--- config.mk ---
export PLATFORM = sky130hd
export DESIGN_NAME = fcbm_ctrl
export DESIGN_NICKNAME = d
export VERILOG_FILES = /design/src/design/fcbm_pkg.sv /design/src/design/fcbm_ctrl.sv
export SDC_FILE = /design/constraint.sdc
export NUM_CORES = 1
export LEC_CHECK = 0
export CAP_MARGIN = 20
export CORE_UTILIZATION = 34
export DETAILED_ROUTE_END_ITERATION = 16
export DONT_BUFFER_PORTS = 1
export MAX_ROUTING_LAYER = met4
export PLACE_DENSITY = 0.59
export SYNTH_ARGS = -nofsm -noshare
export SYNTH_HDL_FRONTEND = slang
export SYNTH_SLANG_ARGS = --single-unit
--- constraint.sdc ---
create_clock -name clk -period 2 [get_ports clk]
set_input_delay 0.2 -clock clk [delete_from_list [all_inputs] [get_ports clk]]
set_output_delay 0.2 -clock clk [all_outputs]
set_load 0.02 [all_outputs]
--- src/design/fcbm_pkg.sv ---
// Shared types and constants for the block mapper with its chain link table.
// It has no dependencies. The controller, the datapath and the top level use it.
package fcbm_pkg;

  // Field widths of the input and result items.
  localparam int FIRST_W    = 10;
  localparam int POS_W      = 19;
  localparam int REM_W      = 20;
  localparam int PHYS_W     = 10;
  localparam int OFF_W      = 9;
  localparam int CHUNK_W    = 10;
  localparam int COUNT_W    = 11;
  localparam int LBLK_W     = POS_W - OFF_W;

  // The block size matches the offset field, so the position split is a plain bit split.
  localparam int BLOCK_BYTES = 1 << OFF_W;

  // Link table entries.
  localparam int               LINK_W   = 16;
  localparam logic [LINK_W-1:0] LINK_END = '1;

  localparam logic [COUNT_W-1:0] COUNT_MAX = '1;

  // Configuration registers.
  localparam int DSTART_W = 10;
  localparam int TOTAL_W  = 11;
  localparam int CFG_W    = 11;
  localparam int CFG_IDX_W = 1;
  localparam logic [CFG_IDX_W-1:0] CFG_ALLOC_BASE   = 1'b0;
  localparam logic [CFG_IDX_W-1:0] CFG_TOTAL_BLOCKS = 1'b1;
  localparam logic [DSTART_W-1:0]  DSTART_RST = 10'd1;
  localparam logic [TOTAL_W-1:0]   TOTAL_RST  = 11'd1024;

  typedef enum logic [1:0] {
    ST_OK     = 2'd0,
    ST_FULL   = 2'd1,
    ST_BROKEN = 2'd2
  } status_t;

  // Where the reported block comes from.
  typedef enum logic [1:0] {
    PHYS_ZERO = 2'd0,
    PHYS_CUR  = 2'd1,
    PHYS_NEW  = 2'd2
  } phys_src_t;

  typedef struct packed {
    logic [FIRST_W-1:0] file_first_block;
    logic [POS_W-1:0]   byte_position;
    logic [REM_W-1:0]   remaining_len;
  } in_item_t;

  typedef struct packed {
    logic [PHYS_W-1:0]  phys_block;
    logic [OFF_W-1:0]   block_offset;
    logic [CHUNK_W-1:0] chunk_len;
    logic               did_allocate;
    status_t            status;
    logic [COUNT_W-1:0] blocks_allocated;
  } out_item_t;

  // Commands from the controller to the datapath.
  typedef struct packed {
    logic      load;
    logic      clr_wr;
    logic      rd_walk;
    logic      walk_adv;
    logic      scan_start;
    logic      scan_step;
    logic      alloc_end;
    logic      alloc_link;
    logic      finish;
    phys_src_t phys_src;
    status_t   res_status;
  } cmd_t;

  // Status from the datapath to the controller.
  typedef struct packed {
    logic clr_last;
    logic rem_zero;
    logic lblk_zero;
    logic first_zero;
    logic cur_bad;
    logic cnt_over;
    logic cnt_hit;
    logic link_end;
    logic next_last;
    logic found;
    logic scan_more;
  } sts_t;

endpackage

--- src/design/fcbm_ctrl.sv ---
// Sequencing state machine: clearing pass, chain walk, free search and allocation.
// It depends on fcbm_pkg for the command and status structs.
module fcbm_ctrl (
  input  logic          clk,
  input  logic          rst_n,
  input  logic          start,
  output logic          busy,
  output logic          out_valid,
  input  fcbm_pkg::sts_t sts,
  output fcbm_pkg::cmd_t cmd
);

  typedef enum logic [7:0] {
    S_CLEAR      = 8'b0000_0001,
    S_IDLE       = 8'b0000_0010,
    S_DECIDE     = 8'b0000_0100,
    S_WALK       = 8'b0000_1000,
    S_WALK_WAIT  = 8'b0001_0000,
    S_SCAN       = 8'b0010_0000,
    S_ALLOC_END  = 8'b0100_0000,
    S_ALLOC_LINK = 8'b1000_0000
  } state_t;

  state_t state_r, state_nxt;
  logic   out_valid_r, out_valid_nxt;

  always_comb begin
    state_nxt      = state_r;
    cmd            = '0;
    cmd.phys_src   = fcbm_pkg::PHYS_ZERO;
    cmd.res_status = fcbm_pkg::ST_OK;
    case (state_r)
      S_CLEAR: begin
        cmd.clr_wr = 1'b1;
        if (sts.clr_last) begin
          state_nxt = S_IDLE;
        end
      end
      S_IDLE: begin
        if (start) begin
          cmd.load  = 1'b1;
          state_nxt = S_DECIDE;
        end
      end
      S_DECIDE: begin
        if (sts.rem_zero) begin
          cmd.finish = 1'b1;
        end else if (sts.lblk_zero) begin
          if (sts.first_zero) begin
            cmd.scan_start = 1'b1;
            state_nxt      = S_SCAN;
          end else begin
            cmd.finish   = 1'b1;
            cmd.phys_src = fcbm_pkg::PHYS_CUR;
          end
        end else begin
          state_nxt = S_WALK;
        end
      end
      S_WALK: begin
        if (sts.cnt_over || sts.cur_bad) begin
          cmd.finish     = 1'b1;
          cmd.res_status = fcbm_pkg::ST_BROKEN;
        end else if (sts.cnt_hit) begin
          cmd.finish   = 1'b1;
          cmd.phys_src = fcbm_pkg::PHYS_CUR;
        end else begin
          cmd.rd_walk = 1'b1;
          state_nxt   = S_WALK_WAIT;
        end
      end
      S_WALK_WAIT: begin
        if (sts.link_end) begin
          if (sts.next_last) begin
            cmd.scan_start = 1'b1;
            state_nxt      = S_SCAN;
          end else begin
            cmd.finish     = 1'b1;
            cmd.res_status = fcbm_pkg::ST_BROKEN;
          end
        end else begin
          cmd.walk_adv = 1'b1;
          state_nxt    = S_WALK;
        end
      end
      S_SCAN: begin
        if (sts.found) begin
          state_nxt = S_ALLOC_END;
        end else if (!sts.scan_more) begin
          cmd.finish     = 1'b1;
          cmd.res_status = fcbm_pkg::ST_FULL;
        end else begin
          cmd.scan_step = 1'b1;
        end
      end
      S_ALLOC_END: begin
        cmd.alloc_end = 1'b1;
        if (sts.lblk_zero) begin
          cmd.finish   = 1'b1;
          cmd.phys_src = fcbm_pkg::PHYS_NEW;
        end else begin
          state_nxt = S_ALLOC_LINK;
        end
      end
      S_ALLOC_LINK: begin
        cmd.alloc_link = 1'b1;
        cmd.finish     = 1'b1;
        cmd.phys_src   = fcbm_pkg::PHYS_NEW;
      end
      default: begin
        state_nxt = S_IDLE;
      end
    endcase
    if (cmd.finish) begin
      state_nxt = S_IDLE;
    end
    out_valid_nxt = cmd.finish;
  end

  always_ff @(posedge clk) begin
    if (!rst_n) begin
      state_r     <= S_CLEAR;
      out_valid_r <= 1'b0;
    end else begin
      state_r     <= state_nxt;
      out_valid_r <= out_valid_nxt;
    end
  end

  assign busy      = (state_r != S_IDLE);
  assign out_valid = out_valid_r;

endmodule

==> flow_metrics.py <==
metrics = {
    "status": {
        "status": "finished with violations",
        "failed_checks": "negative setup slack",
    },
    "pwr": {
        "p_per_area_mw_per_mm2": 507.0,
        "power_frac_comb_pct": 21.1,
        "max-vdd-ir-drop_v": 0.0003865,
        "p_sw_share_pct": 28.74,
        "netSwitchingPower_uw": 124.3,
        "power_frac_seq_pct": 46.2,
        "clockPowerShare_pct": 32.7,
        "internal-power_uw": 308.3,
        "leakage_uw": 0.0003673,
    },
    "critical_path": {
        "critical_path.slowest_cell": "or4_4",
        "max_stage_delay_ns": 0.55,
        "crit_chain": "or4_4, nor4_4, and2b_2, nor2_4, clkinv_4",
        "worstPathRequired_ns": 1.80,
        "crit_arrival_ns": 1.88,
        "worstSetupStartpointType": "flop",
        "crit_type": "reg2out",
        "end_kind": "output pin",
        "worst-path-buf-inv": 1,
        "crit_family": "simple AND/OR/NAND/NOR gates",
        "crit_fanout": 3,
    },
    "logic_synthesis": {
        "seq_area_frac_synth_pct": 26.97,
        "syn_area_um2": 668.1,
        "ys_ff_latch": 9,
        "syn-num-nets": 91,
        "synth_top_family_by_area": "simple AND/OR/NAND/NOR gates",
        "netlist_instances": 77,
        "synthMuxAreaShare_pct": 0,
        "synth_compound_area_share_pct": 18.16,
        "synth_adder_area_share_pct": 0,
        "syn_area_per_cell_um2": 8.677,
        "synth.distinct_cells": 40,
        "synth_xor_xnor_area_share_pct": 1.311,
        "yosys_warnings": 0,
        "synth-simple-area-share_pct": 49.44,
    },
    "timing": {
        "rsz0062_at_grt": "true",
        "layout_setup_ws_ns": -0.07593,
        "slew-limit-headroom_pct": 76.63,
        "period_needed_ns": 2.076,
        "setup_violations": 1,
        "worst_slew_pin_slew_ns": 0.3476,
        "timing.final.crit_share_pct": 103.8,
        "fmaxAchievable_ghz": 0.4817,
        "drv_slew": 0,
        "hold_viol": 0,
        "clock-skew-final_ns": 0.002566,
        "holdWs_ns": 0.04949,
    },
    "clock_tree": {
        "ctsRootBufferMaster": "clkbuf_4",
        "clock_latency_ns": 0.27,
        "cts_buffers": 3,
        "htreeDepth": 1,
        "cts_tree": "built",
        "cts_num_sinks": 9,
        "ctsHoldBuffers": 0,
        "cts.clk_slew.worst_paths_ns": 0.06,
        "clockBufferDepth": 2,
    },
    "floorplanning": {
        "initial_core_util_pct": 37.47,
        "die_y_um": 46.33,
        "die_area_mm2": 0.002146,
        "die_w_um": 46.33,
        "ios": 29,
        "core_mm2": 0.001783,
        "rows": 15,
    },
    "grt": {
        "grt_util_all_layers_pct": 18.48,
        "antenna_found_initial": 0,
        "grt_pass1_vias": 627,
        "grt_max_degree": 9,
        "grt-ovfl-total": 0,
        "grt_pass1_wl_um": 2718,
    },
    "layout": {
        "layout_common_cells": "buf_4 (13), nor2_1 (8), dfxtp_2 (7), and3_1 (4), inv_1 (4)",
        "nets": 108,
        "layout-drive-gt1-share_pct": 45.16,
        "num_antenna_cells": 0,
        "stdcell_count": 118,
        "area_delta_synth_final_pct": 27.72,
        "layout_commonest_cell": "buf_4",
    },
    "drt": {
        "vias": 686,
        "drt-total-wl_um": 1760,
        "antenna_left": 0,
        "first_pass_iters": 4,
        "drt_iter0_markers": 25,
        "vias_per_cell": 5.814,
        "wl_per_cell_um": 14.92,
        "remaining_drc_errors": 0,
    },
    "placement": {
        "dp_cells": 108,
        "hpwl_um": 1339,
        "port_buffers": 0,
        "place_congestion": 0.8193,
    },
    "worst_hold_path": {
        "hold_class": "in2reg",
    },
    "flow_run": {
        "cap_violations": 0,
    },
}
[cell families after synthesis]
family | Yosys count
AND/OR/NAND/NOR | 46
AO/OA/AOI/OAI | 15
flip-flops | 9
buffers and inverters | 6
XOR/XNOR | 1
[timing repair]
| action | CTS | global route |
|---|---|---|
| pin swaps | 3 | 1 |
| hold endpoints to repair | 0 | 0 |
| setup endpoints to repair | 6 | 11 |
| setup buffers | 6 | 0 |
| resized for setup | 7 | 7 |
[final cells by class]
class                      count  area, um^2
inverter                       5       23.77
tap                           25       31.28
multi-input combinational     62       485.5
clock buffer                   4       26.28
fill                         177       929.6
sequential                     9       188.9
timing repair buffer          13       97.59
[synthesized netlist by cell type]
library cell / n / area [um^2]
o211ai_2: 1 / 12.51
xnor2_1: 1 / 8.760
inv_1: 4 / 15.01
o32ai_1: 1 / 8.760
buf_4: 1 / 7.510
nand2_1: 3 / 11.26
o211ai_1: 1 / 7.510
nor2b_1: 3 / 18.77
or2_2: 1 / 6.260
dfxtp_1: 9 / 180.2
a22o_1: 1 / 8.760
nand3_1: 1 / 5.000
o31ai_1: 1 / 7.510
nor3b_1: 2 / 15.01
or2b_2: 1 / 8.760
o31a_1: 1 / 8.760
or4_4: 1 / 11.26
and2_2: 1 / 7.510
nor4bb_1: 1 / 10.01
o2111ai_1: 1 / 8.760
nor3_1: 2 / 10.01
o21ai_0: 1 / 5.000
nand4b_1: 1 / 8.760
nor4b_1: 2 / 17.52
and3b_2: 1 / 10.01
and3_1: 4 / 25.02
and4b_2: 1 / 11.26
a21o_1: 2 / 15.01
and2b_2: 3 / 26.28
nor4_4: 2 / 42.54
o2111ai_2: 1 / 15.01
or3b_1: 1 / 8.760
nor4_1: 4 / 25.02
a21oi_1: 3 / 15.01
nor2_2: 1 / 6.260
nand4_1: 1 / 6.260
and3b_1: 1 / 8.760
a41oi_1: 1 / 8.760
clkinv_2: 1 / 5.000
nor2_1: 8 / 30.03
[routing by layer]
metal	part of all wire [%]	global-route usage, %	vias up
met3	6.5	4.314	7
met5	0	-	-
met4	2.3	7.647	0
met1	43	23.65	331
met2	48	27.50	20
li1	-	-	328
[registers in the layout (all words and copies together), names as in the netlist]
name and flops:
out_valid 1, state_r 8
[through the flow]
| step | setup slack [ns] | util (%) | power, uW | setup TNS [ns] | area (um^2) |
|---|---|---|---|---|---|
| after floorplan | 0.1445 | - | 262.6 | 0 | 668.1 |
| after global placement | 0.1227 | 41.75 | 279.2 | 0 | 744.5 |
| after detailed placement | 0.09931 | 41.75 | 279.5 | 0 | 744.5 |
| after CTS | -0.1072 | 46.88 | 426.6 | -0.1072 | 835.8 |
| after global routing | -0.1069 | 47.86 | 451.9 | -0.1069 | 853.3 |
| final | -0.07593 | 47.86 | 432.6 | -0.07593 | 853.3 |
[worst paths after layout]
check | to | cells past startpoint | slack [ns] | startpoint
max | cmd[4] | 5 | -0.08 | state_r[3]$_SDFFE_PP0P_
min | state_r[1]$_SDFFE_PN0P_ | 1 | 0.05 | rst_n
min reg2reg | state_r[6]$_SDFFE_PP0P_ | 2 | 0.67 | state_r[5]$_SDFFE_PP0P_
max reg2reg | state_r[1]$_SDFFE_PN0P_ | 6 | 0.12 | state_r[3]$_SDFFE_PP0P_
[power by group through the flow]
stage	registers, uW	logic (uW)	clock network, uW
after floorplan	199	63.4	0
after detailed placement	202	77.2	0
final	200	91.1	142
after global placement	202	77.4	0
after CTS	198	89.5	139
after global routing	201	99.1	152
[worst reg2reg max path: cells and delay by family, from the launching register on]
family / cells / cell delay, ns
AND/OR/NAND/NOR: 3 / 0.96
flip-flops: 1 / 0.33
AO/OA/AOI/OAI: 2 / 0.30
buffers and inverters: 1 / 0.18
No activity file was read; power rests on OpenSTA's default activity.
